### config.mk
export PLATFORM = sky130hd
export DESIGN_NAME = infix_to_postfix_converter_unit
export DESIGN_NICKNAME = d
export VERILOG_FILES = /design/src/design/itp_pkg.sv /design/src/design/infix_to_postfix_converter_unit.sv /design/src/design/itp_ctrl.sv /design/src/design/itp_datapath.sv
export SDC_FILE = /design/constraint.sdc
export NUM_CORES = 1
export LEC_CHECK = 0
export BUFFER_PORTS_ARGS = -buffer_cell sky130_fd_sc_hd__buf_2
export CORE_ASPECT_RATIO = 1.4
export CORE_MARGIN = 3
export CORE_UTILIZATION = 45
export CTS_BUF_LIST = sky130_fd_sc_hd__clkbuf_16
export CTS_CLUSTER_DIAMETER = 30
export DETAILED_ROUTE_END_ITERATION = 16
export GPL_TIMING_DRIVEN = 0
export HOLD_SLACK_MARGIN = 0.06
export PLACE_DENSITY = 0.63
export SETUP_SLACK_MARGIN = 0.02
export SLEW_MARGIN = 30
export SYNTH_ARGS = -nofsm -noshare
export SYNTH_HDL_FRONTEND = slang
export SYNTH_SLANG_ARGS = --single-unit
### constraint.sdc
create_clock -name clock -period 4.8 [get_ports clock]
set_input_delay 0.72 -clock clock [delete_from_list [all_inputs] [get_ports clock]]
set_output_delay 0.72 -clock clock [all_outputs]
set_load 0.02 [all_outputs]
### src/design/itp_pkg.sv
// ----------------------------------------------------------------------------
// itp_pkg: shared types and constants of the infix to postfix converter
// Operator codes, result status codes, character classes, controller command
// and datapath status structs, and small lookup functions.
// ----------------------------------------------------------------------------
package itp_pkg;

   localparam int STACK_DEPTH_DEF = 32;

   localparam logic [2:0] CODE_OPEN = 3'd0;
   localparam logic [2:0] CODE_ADD  = 3'd1;
   localparam logic [2:0] CODE_SUB  = 3'd2;
   localparam logic [2:0] CODE_MUL  = 3'd3;
   localparam logic [2:0] CODE_DIV  = 3'd4;
   localparam logic [2:0] CODE_MOD  = 3'd5;

   localparam logic [7:0] CH_OPEN  = 8'h28;
   localparam logic [7:0] CH_CLOSE = 8'h29;
   localparam logic [7:0] CH_MUL   = 8'h2A;
   localparam logic [7:0] CH_ADD   = 8'h2B;
   localparam logic [7:0] CH_SUB   = 8'h2D;
   localparam logic [7:0] CH_DIV   = 8'h2F;
   localparam logic [7:0] CH_MOD   = 8'h25;

   typedef enum logic [2:0] {
      ST_CHAR     = 3'd0,
      ST_DONE     = 3'd1,
      ST_CLOSE    = 3'd2,
      ST_ILLEGAL  = 3'd3,
      ST_OVERFLOW = 3'd4,
      ST_OPEN     = 3'd5
   } status_type;

   typedef enum logic [2:0] {
      CLS_OPEN  = 3'd0,
      CLS_CLOSE = 3'd1,
      CLS_ALNUM = 3'd2,
      CLS_OP    = 3'd3,
      CLS_BAD   = 3'd4
   } class_type;

   typedef enum logic [2:0] {
      ACT_NONE = 3'd0,
      ACT_POP  = 3'd1,
      ACT_PUSH = 3'd2,
      ACT_DROP = 3'd3,
      ACT_EMIT = 3'd4,
      ACT_FAIL = 3'd5,
      ACT_DONE = 3'd6
   } action_type;

   typedef struct packed {
      action_type act;
      status_type status;
      logic       last;
   } cmd_type;

   typedef struct packed {
      logic      is_end;
      class_type cls;
      logic      err;
      logic      empty;
      logic      full;
      logic      top_open;
      logic      pop_op;
      logic      below_pop_op;
      logic      below_open;
      logic      out_free;
   } stat_type;

   function automatic class_type classify(input logic [7:0] ch);
      class_type c;
      if (ch == CH_OPEN) begin
         c = CLS_OPEN;
      end else if (ch == CH_CLOSE) begin
         c = CLS_CLOSE;
      end else if ((ch >= 8'h30 && ch <= 8'h39) || (ch >= 8'h41 && ch <= 8'h5A) ||
                   (ch >= 8'h61 && ch <= 8'h7A)) begin
         c = CLS_ALNUM;
      end else if (ch == CH_ADD || ch == CH_SUB || ch == CH_MUL || ch == CH_DIV ||
                   ch == CH_MOD) begin
         c = CLS_OP;
      end else begin
         c = CLS_BAD;
      end
      return c;
   endfunction

   function automatic logic [2:0] op_code(input logic [7:0] ch);
      logic [2:0] c;
      case (ch)
         CH_ADD:  c = CODE_ADD;
         CH_SUB:  c = CODE_SUB;
         CH_MUL:  c = CODE_MUL;
         CH_DIV:  c = CODE_DIV;
         CH_MOD:  c = CODE_MOD;
         default: c = CODE_OPEN;
      endcase
      return c;
   endfunction

   function automatic logic [7:0] code_char(input logic [2:0] code);
      logic [7:0] c;
      case (code)
         CODE_OPEN: c = CH_OPEN;
         CODE_ADD:  c = CH_ADD;
         CODE_SUB:  c = CH_SUB;
         CODE_MUL:  c = CH_MUL;
         CODE_DIV:  c = CH_DIV;
         CODE_MOD:  c = CH_MOD;
         default:   c = 8'h00;
      endcase
      return c;
   endfunction

   function automatic logic prio(input logic [2:0] code);
      return (code >= CODE_MUL);
   endfunction

endpackage

### src/design/infix_to_postfix_converter_unit.sv
// ----------------------------------------------------------------------------
// infix_to_postfix_converter_unit: shunting-yard infix to postfix converter
// Request channel req_*: one ASCII symbol per request, req_tuser flags the
// end of an expression. Result channel rsp_*: postfix characters, error and
// done codes in rsp_tuser, rsp_tlast on the final result of each request.
// A request is taken only while the unit is idle. Each request passes
// through the evaluate step, and every operator popped from the stack adds
// a wait step for the registered stack memory read of the new top.
// Results go through an output register; while the receiver stalls, the
// unit holds in its evaluate step until the register frees, and requests
// that give no result still complete.
// Synchronous reset empties the stack, clears the error flag and the
// output valid flag; stack memory contents need no clearing.
// ----------------------------------------------------------------------------
module infix_to_postfix_converter_unit #(
   parameter int STACK_DEPTH = itp_pkg::STACK_DEPTH_DEF
) (
   input  logic       clock,
   input  logic       reset,
   input  logic       req_tvalid,
   output logic       req_tready,
   input  logic [7:0] req_tdata,   // [7:0] symbol
   input  logic [0:0] req_tuser,   // [0] end_of_expr
   output logic       rsp_tvalid,
   input  logic       rsp_tready,
   output logic [7:0] rsp_tdata,   // [7:0] out_char
   output logic [2:0] rsp_tuser,   // [2:0] status
   output logic       rsp_tlast
);

   itp_pkg::cmd_type  cmd;
   itp_pkg::stat_type stat;
   logic              load;

   assign load = req_tvalid && req_tready;

   itp_ctrl u_ctrl (
      .clock     (clock),
      .reset     (reset),
      .load      (load),
      .stat      (stat),
      .req_ready (req_tready),
      .cmd       (cmd)
   );

   itp_datapath #(
      .STACK_DEPTH (STACK_DEPTH)
   ) u_datapath (
      .clock      (clock),
      .reset      (reset),
      .load       (load),
      .req_symbol (req_tdata),
      .req_end    (req_tuser[0]),
      .cmd        (cmd),
      .stat       (stat),
      .rsp_tvalid (rsp_tvalid),
      .rsp_tready (rsp_tready),
      .rsp_tdata  (rsp_tdata),
      .rsp_tuser  (rsp_tuser),
      .rsp_tlast  (rsp_tlast)
   );

endmodule

### src/design/itp_ctrl.sv
// ----------------------------------------------------------------------------
// itp_ctrl: sequencing controller of the infix to postfix converter
// Takes one request, evaluates it against the stack top each pass and issues
// pop, push, drop, emit, error and done commands to the datapath.
// ----------------------------------------------------------------------------
module itp_ctrl (
   input  logic             clock,
   input  logic             reset,
   input  logic             load,
   input  itp_pkg::stat_type stat,
   output logic             req_ready,
   output itp_pkg::cmd_type  cmd
);

   typedef enum logic [2:0] {
      S_IDLE = 3'b001,
      S_EVAL = 3'b010,
      S_WAIT = 3'b100
   } state_type;

   state_type state_ff, state_in;

   always_ff @(posedge clock) begin
      if (reset) begin
         state_ff <= S_IDLE;
      end else begin
         state_ff <= state_in;
      end
   end

   assign req_ready = (state_ff == S_IDLE);

   always_comb begin
      state_in   = state_ff;
      cmd.act    = itp_pkg::ACT_NONE;
      cmd.status = itp_pkg::ST_CHAR;
      cmd.last   = 1'b0;
      case (state_ff)
         S_IDLE: begin
            if (load) begin
               state_in = S_EVAL;
            end else begin
               state_in = S_IDLE;
            end
         end
         S_WAIT: begin
            state_in = S_EVAL;
         end
         S_EVAL: begin
            if (stat.is_end) begin
               if (!stat.err && !stat.empty && !stat.top_open) begin
                  if (stat.out_free) begin
                     cmd.act  = itp_pkg::ACT_POP;
                     state_in = S_WAIT;
                  end
               end else if (!stat.err && !stat.empty) begin
                  if (stat.out_free) begin
                     cmd.act    = itp_pkg::ACT_FAIL;
                     cmd.status = itp_pkg::ST_OPEN;
                     state_in   = S_WAIT;
                  end
               end else if (stat.out_free) begin
                  cmd.act    = itp_pkg::ACT_DONE;
                  cmd.status = itp_pkg::ST_DONE;
                  cmd.last   = 1'b1;
                  state_in   = S_IDLE;
               end
            end else if (stat.err) begin
               state_in = S_IDLE;
            end else begin
               case (stat.cls)
                  itp_pkg::CLS_OPEN: begin
                     if (!stat.full) begin
                        cmd.act  = itp_pkg::ACT_PUSH;
                        state_in = S_IDLE;
                     end else if (stat.out_free) begin
                        cmd.act    = itp_pkg::ACT_FAIL;
                        cmd.status = itp_pkg::ST_OVERFLOW;
                        cmd.last   = 1'b1;
                        state_in   = S_IDLE;
                     end
                  end
                  itp_pkg::CLS_CLOSE: begin
                     if (!stat.empty && !stat.top_open) begin
                        if (stat.out_free) begin
                           cmd.act  = itp_pkg::ACT_POP;
                           cmd.last = stat.below_open;
                           state_in = S_WAIT;
                        end
                     end else if (!stat.empty) begin
                        cmd.act  = itp_pkg::ACT_DROP;
                        state_in = S_IDLE;
                     end else if (stat.out_free) begin
                        cmd.act    = itp_pkg::ACT_FAIL;
                        cmd.status = itp_pkg::ST_CLOSE;
                        cmd.last   = 1'b1;
                        state_in   = S_IDLE;
                     end
                  end
                  itp_pkg::CLS_ALNUM: begin
                     if (stat.out_free) begin
                        cmd.act  = itp_pkg::ACT_EMIT;
                        cmd.last = 1'b1;
                        state_in = S_IDLE;
                     end
                  end
                  itp_pkg::CLS_OP: begin
                     if (stat.pop_op) begin
                        if (stat.out_free) begin
                           cmd.act  = itp_pkg::ACT_POP;
                           cmd.last = !stat.below_pop_op;
                           state_in = S_WAIT;
                        end
                     end else if (!stat.full) begin
                        cmd.act  = itp_pkg::ACT_PUSH;
                        state_in = S_IDLE;
                     end else if (stat.out_free) begin
                        cmd.act    = itp_pkg::ACT_FAIL;
                        cmd.status = itp_pkg::ST_OVERFLOW;
                        cmd.last   = 1'b1;
                        state_in   = S_IDLE;
                     end
                  end
                  default: begin
                     if (stat.out_free) begin
                        cmd.act    = itp_pkg::ACT_FAIL;
                        cmd.status = itp_pkg::ST_ILLEGAL;
                        cmd.last   = 1'b1;
                        state_in   = S_IDLE;
                     end
                  end
               endcase
            end
         end
         default: begin
            state_in = S_IDLE;
         end
      endcase
   end

endmodule

### src/design/itp_datapath.sv
// ----------------------------------------------------------------------------
// itp_datapath: operator stack, request holding and result register
// Stack memory with two registered read ports (top and the entry below),
// entry count, error flag, symbol decode and the output register.
// ----------------------------------------------------------------------------
module itp_datapath #(
   parameter int STACK_DEPTH = itp_pkg::STACK_DEPTH_DEF
) (
   input  logic              clock,
   input  logic              reset,
   input  logic              load,
   input  logic [7:0]        req_symbol,
   input  logic              req_end,
   input  itp_pkg::cmd_type   cmd,
   output itp_pkg::stat_type  stat,
   output logic              rsp_tvalid,
   input  logic              rsp_tready,
   output logic [7:0]        rsp_tdata,
   output logic [2:0]        rsp_tuser,
   output logic              rsp_tlast
);

   localparam int CW = $clog2(STACK_DEPTH + 1);
   localparam int AW = $clog2(STACK_DEPTH);

   logic [2:0]    mem [STACK_DEPTH];
   logic [2:0]    rd1_ff, rd2_ff;
   logic [CW-1:0] count_ff, count_in;
   logic          err_ff, err_in;
   logic [7:0]    sym_ff;
   logic          end_ff;
   logic          rsp_valid_ff;
   logic [7:0]    rsp_data_ff;
   logic [2:0]    rsp_user_ff;
   logic          rsp_last_ff;
   logic [CW-1:0] cnt_m1, cnt_m2;
   logic [2:0]    sym_code, push_code;
   logic          emit;
   logic [7:0]    emit_char;
   itp_pkg::class_type cls;

   assign cnt_m1    = count_ff - CW'(1);
   assign cnt_m2    = count_ff - CW'(2);
   assign cls       = itp_pkg::classify(sym_ff);
   assign sym_code  = itp_pkg::op_code(sym_ff);
   assign push_code = (cls == itp_pkg::CLS_OPEN) ? itp_pkg::CODE_OPEN : sym_code;

   always_ff @(posedge clock) begin
      if (cmd.act == itp_pkg::ACT_PUSH) begin
         mem[count_ff[AW-1:0]] <= push_code;
      end
      rd1_ff <= mem[cnt_m1[AW-1:0]];
      rd2_ff <= mem[cnt_m2[AW-1:0]];
   end

   always_ff @(posedge clock) begin
      if (load) begin
         sym_ff <= req_symbol;
         end_ff <= req_end;
      end
   end

   always_comb begin
      count_in = count_ff;
      err_in   = err_ff;
      case (cmd.act)
         itp_pkg::ACT_PUSH: count_in = count_ff + CW'(1);
         itp_pkg::ACT_POP,
         itp_pkg::ACT_DROP: count_in = cnt_m1;
         itp_pkg::ACT_FAIL: begin
            count_in = '0;
            err_in   = 1'b1;
         end
         itp_pkg::ACT_DONE: begin
            count_in = '0;
            err_in   = 1'b0;
         end
         default: begin
            count_in = count_ff;
         end
      endcase
   end

   always_ff @(posedge clock) begin
      if (reset) begin
         count_ff <= '0;
         err_ff   <= 1'b0;
      end else begin
         count_ff <= count_in;
         err_ff   <= err_in;
      end
   end

   assign stat.is_end       = end_ff;
   assign stat.cls          = cls;
   assign stat.err          = err_ff;
   assign stat.empty        = (count_ff == '0);
   assign stat.full         = (count_ff >= CW'(STACK_DEPTH));
   assign stat.top_open     = (rd1_ff == itp_pkg::CODE_OPEN);
   assign stat.pop_op       = (count_ff != '0) && (rd1_ff != itp_pkg::CODE_OPEN) &&
                              (itp_pkg::prio(rd1_ff) >= itp_pkg::prio(sym_code));
   assign stat.below_pop_op = (count_ff >= CW'(2)) && (rd2_ff != itp_pkg::CODE_OPEN) &&
                              (itp_pkg::prio(rd2_ff) >= itp_pkg::prio(sym_code));
   assign stat.below_open   = (count_ff >= CW'(2)) && (rd2_ff == itp_pkg::CODE_OPEN);
   assign stat.out_free     = !rsp_valid_ff || rsp_tready;

   assign emit = (cmd.act == itp_pkg::ACT_POP) || (cmd.act == itp_pkg::ACT_EMIT) ||
                 (cmd.act == itp_pkg::ACT_FAIL) || (cmd.act == itp_pkg::ACT_DONE);

   always_comb begin
      case (cmd.act)
         itp_pkg::ACT_POP:  emit_char = itp_pkg::code_char(rd1_ff);
         itp_pkg::ACT_EMIT: emit_char = sym_ff;
         default:           emit_char = 8'h00;
      endcase
   end

   always_ff @(posedge clock) begin
      if (reset) begin
         rsp_valid_ff <= 1'b0;
      end else if (emit) begin
         rsp_valid_ff <= 1'b1;
      end else if (rsp_tready) begin
         rsp_valid_ff <= 1'b0;
      end
   end

   always_ff @(posedge clock) begin
      if (emit) begin
         rsp_data_ff <= emit_char;
         rsp_user_ff <= cmd.status;
         rsp_last_ff <= cmd.last;
      end
   end

   assign rsp_tvalid = rsp_valid_ff;
   assign rsp_tdata  = rsp_data_ff;
   assign rsp_tuser  = rsp_user_ff;
   assign rsp_tlast  = rsp_last_ff;

   a_count_range: assert property (@(posedge clock) disable iff (reset)
      count_ff <= CW'(STACK_DEPTH))
      else $error("stack count beyond depth");

   a_err_empty: assert property (@(posedge clock) disable iff (reset)
      err_ff |-> (count_ff == '0))
      else $error("stack not empty while in error");

   a_done_last: assert property (@(posedge clock) disable iff (reset)
      (rsp_valid_ff && rsp_user_ff == itp_pkg::ST_DONE) |-> rsp_last_ff)
      else $error("done marker without last");

   a_no_overwrite: assert property (@(posedge clock) disable iff (reset)
      (rsp_valid_ff && !rsp_tready) |-> !emit)
      else $error("result overwritten while stalled");

endmodule

Word-level counts from Yosys, hierarchy flattened
Memory sizes are Yosys's and may differ from the RTL's. A register that Yosys moved wholly into a read port is not among the register bits.
Index checks and enable logic that the tools add are counted.
- register bits after elaboration: 32
- latch bits: 0
- RAM bits: 96
- ROM bits: 0
- input port bits: 13
- output and inout bits: 14
- word-level logic and storage cells: 146
- memories kept: 1
- memories (name ; words ; bits a word ; rd ports ; clocked after Yosys merged registers in ; wr ports ; RTL line ; text):
    u_datapath.mem ; 32 ; 3 ; 2 ; 2 ; 1 ; itp_datapath.sv:26 ; logic [2:0] mem [STACK_DEPTH];
- $add $sub $neg: 3
- $mul: 0
- divide/modulo/power cells: 0
- magnitude comparators: 13
- equality and inequality tests: 24
- shifts and indexed selects: 0
- multiplexer cells: 57
- bitwise gates (word level): 0
- reductions and logical operators: 39
- operators by type and width (kind ; number):
    $mux W3 ; 23
    $eq A8 B6 Y1 const B ; 7
    $mux W7 ; 7
    $pmux W6 S6 ; 1
    $pmux W3 S4 ; 2
    $eq A3 B2 Y1 const B ; 7
    $eq A3 B3 Y1 const B ; 6
    $pmux W3 S3 ; 2
    $pmux W6 S3 ; 1
    $ge A8 B7 Y1 const B ; 2
    $le A8 B7 Y1 const B ; 2
    $pmux W8 S2 ; 1
    $pmux W3 S5 ; 1
    $eq A3 B1 Y1 const B ; 4
    $logic_and A1 B1 Y1 ; 12
    $mux W4 ; 3
    $mux W6 ; 2
    $mux W1 ; 11
    $logic_or A1 B1 Y1 ; 10
    $ge A3 B2 Y1 const B ; 3
    $logic_not A3 Y1 ; 3
    $reduce_bool A3 Y1 ; 3
    $ge A8 B6 Y1 const B ; 1
    $le A8 B6 Y1 const B ; 1
    other kinds (14) ; 21

Longest topological paths before layout
Gate-level depths: netlist of the first run.
- depth in word-level cells: 19
- mapped depth: 13
- mapped depth without buffers: 10

By module
Synthesis of the first run repeated with hierarchy kept, for this count alone.
- cell total of the unflattened synthesis: 528
- area, all modules: 7203.2 um^2
- modules (own cells, without submodules) (module ; times used ; cells an instance ; area an instance (um^2) ; sequential area each (um^2)):
    itp_datapath ; 1 ; 438 ; 6605.1 ; 3793.6
    itp_ctrl ; 1 ; 89 ; 591.8 ; 60.1
    infix_to_postfix_converter_unit ; 1 ; 1 ; 6.3 ; 0.0

Worst setup path before layout of the first run
No wires, ideal clock.
- path type: reg-to-reg
- start point: register u_datapath.count_ff[1]
- end point: register u_datapath.rd1_ff[2] (read register of u_datapath.mem)
- setup time: 0.121 ns
- arrival time: 3.823 ns
- setup slack: 0.856 ns
- stages on the path, launching flop included: 11
- buffers on the path: 5
- clock period less this slack: 3.944 ns
- cell sequence: dfxtp_1 clkbuf_1 clkbuf_1 inv_1 ha_1 clkbuf_1 buf_1 buf_1 mux4_2 mux4_2 mux2_2
- cells in the longest elaborated chain, start to end: 1
- ends and longest elaborated chain (element ; RTL line ; text):
    start: declaration ; itp_datapath.sv:28 ; logic [CW-1:0] count_ff, count_in;
    start signal: assignment ; itp_datapath.sv:89 ; count_ff <= count_in;
    $sub A6 B1 Y6 ; itp_datapath.sv:42 ; assign cnt_m1 = count_ff - CW'(1);
    end: declaration ; itp_datapath.sv:27 ; logic [2:0] rd1_ff, rd2_ff;
Every way passes these cells.
A chain may end at the register's enable or synchronous reset.

Worst setup path in the final report of the first run
Same ends and word-level chain as after synthesis.

==> results.md, run 1 <==
- The run finished with clean final reports.
- The overall via count from detail_route is 4665.
- In this run, the number of DRC markers left after iteration 0 of detailed routing was 415.
- The average wire per standard cell is 23.16 microns.
- The final layout contains routed wiring with a total length of 17300 microns.
- The register cell area after layout is 3854 sq um.
- The clock arrives with 0.01272 ns of skew.
- The initial cell density of the core is 46.13%.
- The synthesized design contains 134 register bits.
- In the layout the commonest cells are 117 x sky130_fd_sc_hd__edfxtp_1, 60 x sky130_fd_sc_hd__nor2_1, 60 x sky130_fd_sc_hd__mux4_2, 29 x sky130_fd_sc_hd__buf_2, 24 x sky130_fd_sc_hd__nand2_1.
- The wire length of the first global-routing pass is 26610 microns.
- After synthesis the cells add up to 6974 sq um.
- The total routing resource utilization after global routing is 20.83%.
- The number of buffers on the longest clock path is 2.
- The number of global-route vias before repair was 4687.
- The congestion estimate from routability-driven global placement came to 0.8681.
- In the final layout, the share of cells above drive strength 1 is 29.19%.
- TritonCTS built the clock tree.
- The number of CTS-inserted buffers is 17.
- After routing the design area is 8001 sq um.
- The share of flip-flops with an asynchronous set or reset is 0%.
- The most used flip-flop cell after synthesis is sky130_fd_sc_hd__edfxtp_1.
- The average footprint of a synthesized cell is 14.12 sq um.
- The floorplan step set the die width to 111.2 microns.
- After legalization and detailed placement, the total HPWL measured 12640 microns.
- The core region is 15120 sq um.
- Power spread over the standard cell area amounts to 327.4 nW/um^2.
- The area growth from synthesis to layout is 14.73%.
- The number of slew-limit violations in the final report is 0.
- The worst hold margin is 0.4806 ns.
- The slew of the pin with the lowest slew margin is 0.8934 ns.
- The worst setup path is captured at a flop.
- Buffers added to address setup during post-CTS repair amount to 0.
- The worst hold path begins at req_tuser.
- The number of placement rows is 53.
- For the worst flop-to-flop path, the logic depth is 9.
- Leaving out fill and tap cells, the most frequent cell in the layout is sky130_fd_sc_hd__edfxtp_1.
- The number of antenna violations at the first check in global routing is 0.
- Entering global routing, the biggest net connects 33 pins.
- Dividing the final minimum period by the clock period gives 95.69%.
- The overall die area is 17050 sq um.
- For the worst setup path, the data required time is 5.10 ns.
- In this run the tightest slew margin relative to its limit is 40.01%.
- Setup slack on the worst reg-to-reg path comes out at 0.21 ns.
- The placed instance area is 7400 sq um.
- Counting flops with a built-in enable in the synthesized netlist gives 117.
- The final setup violation count is 0.
- Max-cap violations in this run came to 0.
- The data arrival at the endpoint of the critical path is 4.89 ns.
- Clock latency on the worst-skew pair, taken at its later pin, is 0.42 ns.
- Of all nets on the critical path, the largest fanout is 10.
- When the netlist entered floorplanning its net count stood at 515.
- Using the TritonRoute via totals, the vias-per-cell ratio works out to 6.245.
- The hold violation total from the final report came to 0.
- The count of input and output buffers is 26.
- Counting every instance in the synthesized netlist gives 494.
- The upper clock frequency limit is 0.2177 GHz.
- The area used by multi-input combinational logic is 3004 sq um.
- The root buffer cell chosen for the clock tree is sky130_fd_sc_hd__clkbuf_16.
- Sequential cells were found to cover 55.26% of the synthesized design area.
- Setup repair after global routing left no endpoint under its margin.
- The die height is 153.3 microns.
- The category of the critical setup timing path is flop to flop.
- After detailed routing, the number of remaining DRC violations is 0.
- The count of warnings emitted by yosys is 0.
- 27 I/O pins were placed.
- Along the worst hold path, the cell count comes to 1.
- The CTS sink count is 134.
- The analysis attributes to cell leakage a power of 0.002550 uW.
- The worst hold path terminates at u_datapath.end_ff.
- The number of H-tree levels is 4.
- Yosys mapped the design onto 67 distinct sky130hd cell types.
- Once detail routing completed, the nets flagged for antenna violations numbered 0.
- In this run the critical register-to-register path is launched from u_datapath.count_ff[1].
- The clock transition at the registers of the reported paths is 0.06 ns.
- 0 antenna diodes ended up in the layout.
- The clock period minus final worst setup slack is 4.593 ns.
- After the last flow step, the layout net total stands at 563.
- VDD sags by at most 0.0002241 V.
- The critical path startpoint category is a flop.
- After global routing the overflow that remains totals 0.
- The tightest min-delay check is of the input port to flop type.
- In this run the critical register-to-register path is captured at u_datapath.rd1_ff[2].
- After filler insertion, the fill cell instance count of the layout stands at 1301.
- The number of iterations in the first detailed-routing pass is 5.
[synth_stat cells, types with 7 or more instances]
cell type | n | share of area, %
sky130_fd_sc_hd__a31oi_1 | 9 | 0.81
sky130_fd_sc_hd__ha_1 | 8 | 1.4
sky130_fd_sc_hd__nand3_1 | 15 | 1.1
sky130_fd_sc_hd__inv_1 | 11 | 0.59
sky130_fd_sc_hd__edfxtp_1 | 117 | 50
sky130_fd_sc_hd__buf_1 | 8 | 0.43
sky130_fd_sc_hd__clkbuf_1 | 19 | 1.0
sky130_fd_sc_hd__o21ai_0 | 10 | 0.72
sky130_fd_sc_hd__mux4_2 | 60 | 19
sky130_fd_sc_hd__nor3_1 | 7 | 0.50
sky130_fd_sc_hd__nor2_1 | 62 | 3.3
sky130_fd_sc_hd__a21oi_1 | 15 | 1.1
sky130_fd_sc_hd__nand2_1 | 28 | 1.5
sky130_fd_sc_hd__dfxtp_1 | 17 | 4.9
[critical path: stages, from the launching register on]
cell                              delay [ns]
sky130_fd_sc_hd__dfxtp_1                0.44
sky130_fd_sc_hd__clkbuf_1               0.59
sky130_fd_sc_hd__clkbuf_2               0.45
sky130_fd_sc_hd__inv_1                  0.16
sky130_fd_sc_hd__ha_1                   0.66
sky130_fd_sc_hd__clkdlybuf4s15_2        0.57
sky130_fd_sc_hd__buf_2                  0.40
sky130_fd_sc_hd__mux4_2                 0.39
sky130_fd_sc_hd__mux4_2                 0.51
sky130_fd_sc_hd__mux2_2                 0.28
[cell type report]
| cell class | count | area share [%] |
|---|---|---|
| clock inverter | 15 | 1.626 |
| multi-input combinational | 318 | 37.54 |
| buffer | 29 | 1.642 |
| sequential | 134 | 48.16 |
| timing repair buffer | 30 | 2.142 |
| clock buffer | 17 | 5.317 |
| tap | 192 | 3.002 |
| inverter | 12 | 0.5629 |
[where the power goes]
part | switching, uW | internal, uW
clock | 500 | 713
sequential | 9.13 | 1260
combinational | 83.5 | 48.9
total | 593 | 2030
[worst max path at each step]
stage / from / end / slack [ns]
5_1_grt: u_datapath.count_ff[1] / u_datapath.mem[30][1] / 0.02
3_5_place_dp: u_datapath.count_ff[1] / u_datapath.rd1_ff[2] / -0.77
3_3_place_gp: u_datapath.count_ff[1] / u_datapath.rd1_ff[2] / -0.75
2_1_floorplan: u_datapath.count_ff[1] / u_datapath.rd1_ff[2] / 0.86
6_report: u_datapath.count_ff[1] / u_datapath.rd1_ff[2] / 0.21
4_1_cts: u_datapath.count_ff[1] / u_datapath.mem[30][1] / 0.08
[layer usage]
layer / vias to the layer above / share of wire [%] / GRT usage (%)
met5: - / 0 / 0
met4: 0 / 4.2 / 11.13
met3: 46 / 5.6 / 3.842
met2: 201 / 55 / 37.53
met1: 2361 / 35 / 23.17
li1: 2057 / - / -
[state kept, by name, summed over array words and instances (netlist names)]
| register | flops |
|---|---|
| u_ctrl.state_ff | 3 |
| u_datapath.rsp_tvalid | 1 |
| u_datapath.mem | 96 |
| u_datapath.rd2_ff | 3 |
| u_datapath.err_ff | 1 |
| u_datapath.rsp_tuser | 3 |
| u_datapath.rsp_tdata | 8 |
| u_datapath.rd1_ff | 3 |
| u_datapath.sym_ff | 8 |
| u_datapath.count_ff | 6 |
| u_datapath.end_ff | 1 |
| u_datapath.rsp_tlast | 1 |
[cells by family (layout without fill, tap and decap cells)]
group / Yosys count / after routing / share of synthesized area [%]
and+or+nand+nor: 152 / 152 / 10.46
buffers and inverters: 42 / 103 / 2.386
xor gates and xnor gates: 7 / 7 / 0.8791
muxes: 68 / 68 / 20.63
other: 1 / 1 / 0.05377
DFF: 134 / 134 / 55.26
AOI/OAI and AO/OA: 82 / 82 / 8.898
adders and majority gates: 8 / 8 / 1.435
[metrics by stage]
step                power, uW  instances  setup TNS [ns]  setup slack (ns)  utilization [%]
floorplan                1388        494               0            0.8562                -
global placement         1424        712          -5.259           -0.7504            48.58
global route             2705        747               0           0.02445            52.92
finish                   2619        747               0            0.2069            52.92
CTS                      2635        747               0           0.07702            52.71
detailed placement       1427        716          -5.634           -0.7716            48.94
[repair_timing]
action / in CTS / in global routing
setup endpoints to repair: 25 / 120
hold buffers: 0 / 0
resized for setup: 7 / 7
Power figures use the tool's default switching activity.
==> run 2, diff against run 1 <==
--- a/config.mk
+++ b/config.mk
@@ -14,7 +14,7 @@
 export DETAILED_ROUTE_END_ITERATION = 16
 export GPL_TIMING_DRIVEN = 0
 export HOLD_SLACK_MARGIN = 0.06
-export PLACE_DENSITY = 0.63
+export PLACE_DENSITY = 0.57
 export SETUP_SLACK_MARGIN = 0.02
 export SLEW_MARGIN = 30
 export SYNTH_ARGS = -nofsm -noshare
==> run 2 against run 1 <==
Against the previous run:
- maximum frequency shrank 2.6%
- clock skew is 0.0035 ns lower
- sequential cell count unchanged
- critical endpoint is now u_datapath.mem[25][0]
- highest routed layer unchanged
==> results.md, run 2 (synthesis gave the netlist of run 1 again) <==
- Data on the critical path is required at its endpoint by 4.88 ns.
- The number of antenna violations at the first check in global routing is 0.
- Detailed placement ended at an HPWL of 12840 microns.
- The total inserted antenna cells is 0.
- The placed instance area is 7400 sq um.
- The share of the core filled with cells in the final layout is 52.94%.
- Wires add up to 17550 microns.
- Once detail routing completed, the nets flagged for antenna violations numbered 0.
- Dividing the final minimum period by the clock period gives 98.22%.
- Measured along the x axis, the die boundary spans 111.2 microns.
- The commonest non-fill, non-tap cell in the layout is sky130_fd_sc_hd__edfxtp_1.
- The worst relative slew slack is 41.08%.
- The total I/O pin count is 27.
- The signal on the critical path passes through clkbuf_1, clkbuf_2, inv_1, ha_1, or4b_1, o211ai_1, a211oi_2, a211oi_2, o21ai_4, nor3_2, nand2_1, nor2_1.
- The number of global-route vias before repair came to 4725.
- The initial cell density of the core is 46.13%.
- The clock arrives with 0.009255 ns of skew.
- The floorplan step defined a core boundary enclosing 15120 sq um.
- The area growth from synthesis to layout is 14.77%.
- For this design, the slowest cell found on the critical path is sky130_fd_sc_hd__or4b_1.
- The worst setup path is of the flop to flop kind.
- The wire length of the first global-routing pass is 27210 microns.
- The clock period minus final worst setup slack is 4.715 ns.
- The total routing resource utilization after global routing is 21.13%.
- The die height is 153.3 microns.
- The number of DRC markers in iteration 0 is 302.
- The slew of the pin with the lowest slew margin is 0.8616 ns.
- The largest net degree at the start of global routing is 33.
- The flow ran to the end, and the final reports show no timing, DRC or antenna violations.
- The cell with the most instances on the worst path is sky130_fd_sc_hd__a211oi_2.
- The final setup TNS is 0 ns.
- The clock transition at the registers of the reported paths is 0.06 ns.
- The hold violation total from the final report is 0.
- The critical path startpoint category is a flop.
- Buffers inserted during clock tree synthesis total 17.
- The overall die area is 17050 sq um.
- For this design the static power due to leakage is 0.002537 uW.
- TritonCTS built the clock tree.
- The final setup violation count is 0.
- The number of iterations in the first detailed-routing pass is 5.
- The total non-filler cell area in the finished layout is 8004 sq um.
- The register with the most flip-flops in the layout has 96 of them.
- The count of input and output buffers is 26.
- No sink is reached through more buffers than the 2 on the longest clock path.
- The number of maximum-capacitance violations is 0.
- The average wire per standard cell is 23.49 microns.
- The final global-route overflow total is 0.
- The net total in the final layout is 563.
- The power per unit of standard cell area is 329.0 nW/um^2.
- Setup repair after global routing could not meet its margin everywhere.
- The number of slew-limit violations in the final report is 0.
- The peak supply drop is 0.0002637 V.
- The top cell types in the final layout, fill and taps aside, are 117 x sky130_fd_sc_hd__edfxtp_1, 60 x sky130_fd_sc_hd__nor2_1, 60 x sky130_fd_sc_hd__mux4_2, 28 x sky130_fd_sc_hd__nand2_1, 28 x sky130_fd_sc_hd__buf_2.
- The congestion estimate from routability-driven global placement came to 0.9093.
- After floorplanning, the core was divided into 53 placement rows.
- The layout cell share with drive strength beyond 1 is 28.11%.
- The clock net in this run drives a total of 134 sinks.
- The delay contributed by the slowest stage of the critical path is 0.59 ns.
- The path class of the tightest hold or removal check is input port to flop.
- Using the TritonRoute via totals, the vias-per-cell ratio works out to 6.171.
- Data arrives at the worst endpoint at 4.79 ns.
- The clock latency at the later pin of the worst-skew pair is 0.41 ns.
- Derived from the worst setup path, the maximum achievable clock frequency is 0.2121 GHz.
- Summing over every cut layer, the via total after detailed routing is 4610.
- The library cell used as clock root buffer is sky130_fd_sc_hd__clkbuf_16.
- The kind of end point of the critical path is a flop.
- The maximum net fanout on the critical path is 10.
- The number of H-tree levels is 4.
- The final routed DRC violation total is 0.
[run 2: layout make-up]
| class | count | area, sq um |
|---|---|---|
| Multi-Input combinational cell | 318 | 2987 |
| Inverter | 12 | 45.04 |
| Fill cell | 1265 | 7116 |
| Tap cell | 192 | 240.2 |
| Sequential cell | 134 | 3854 |
| Timing Repair Buffer | 30 | 192.7 |
| Clock buffer | 17 | 425.4 |
| Clock inverter | 15 | 131.4 |
| Buffer | 29 | 128.9 |
[run 2: per-stage QoR]
step	worst slack [ns]	hold WS (ns)	power, uW	cells
after floorplan	0.8562	0.4977	1388	494
after global placement	-0.6759	0.5271	1424	712
after detailed placement	-0.7000	0.5360	1426	715
after CTS	0.002691	0.4701	2652	747
after global routing	-0.1080	0.4662	2728	747
final	0.08546	0.4796	2634	747
[run 2: worst paths after layout]
path / start / end / slack (ns) / depth (start not counted)
setup / recovery: u_datapath.count_ff[1] / u_datapath.mem[25][0] / 0.09 / 12
hold / removal: req_tdata[0] / u_datapath.sym_ff[0] / 0.48 / 1
setup reg to reg: u_datapath.count_ff[1] / u_datapath.mem[25][0] / 0.09 / 12
hold reg to reg: u_datapath.err_ff / u_datapath.err_ff / 0.54 / 2
[run 2: repair_timing]
action,in CTS,in global routing
pin swaps,0,1
resized for setup,6,2
endpoints found under the setup margin,33,120
buffers inserted,0,1
hold buffers,0,0
cloned,0,0
[run 2: worst max-delay path, delay by kind of cell (launching register included)]
| family | cells | cell delay (ns) |
|---|---|---|
| flip-flops | 1 | 0.37 |
| AO/OA/AOI/OAI | 4 | 0.97 |
| AND/OR/NAND/NOR | 4 | 1.75 |
| buffers and inverters | 3 | 0.91 |
| adder cells (fa/ha/maj) | 1 | 0.38 |
[run 2: power by group]
part           internal [uW]  switching (uW)
combinational           49.6            81.7
sequential              1260            9.14
clock                    715             514
total                   2030             605
[run 2: layer usage]
| layer | part of all wire [%] | global-route usage (%) |
|---|---|---|
| met5 | 0 | 0 |
| met4 | 5.1 | 10.78 |
| met3 | 3.5 | 3.564 |
| met2 | 55 | 38.42 |
| met1 | 37 | 23.64 |
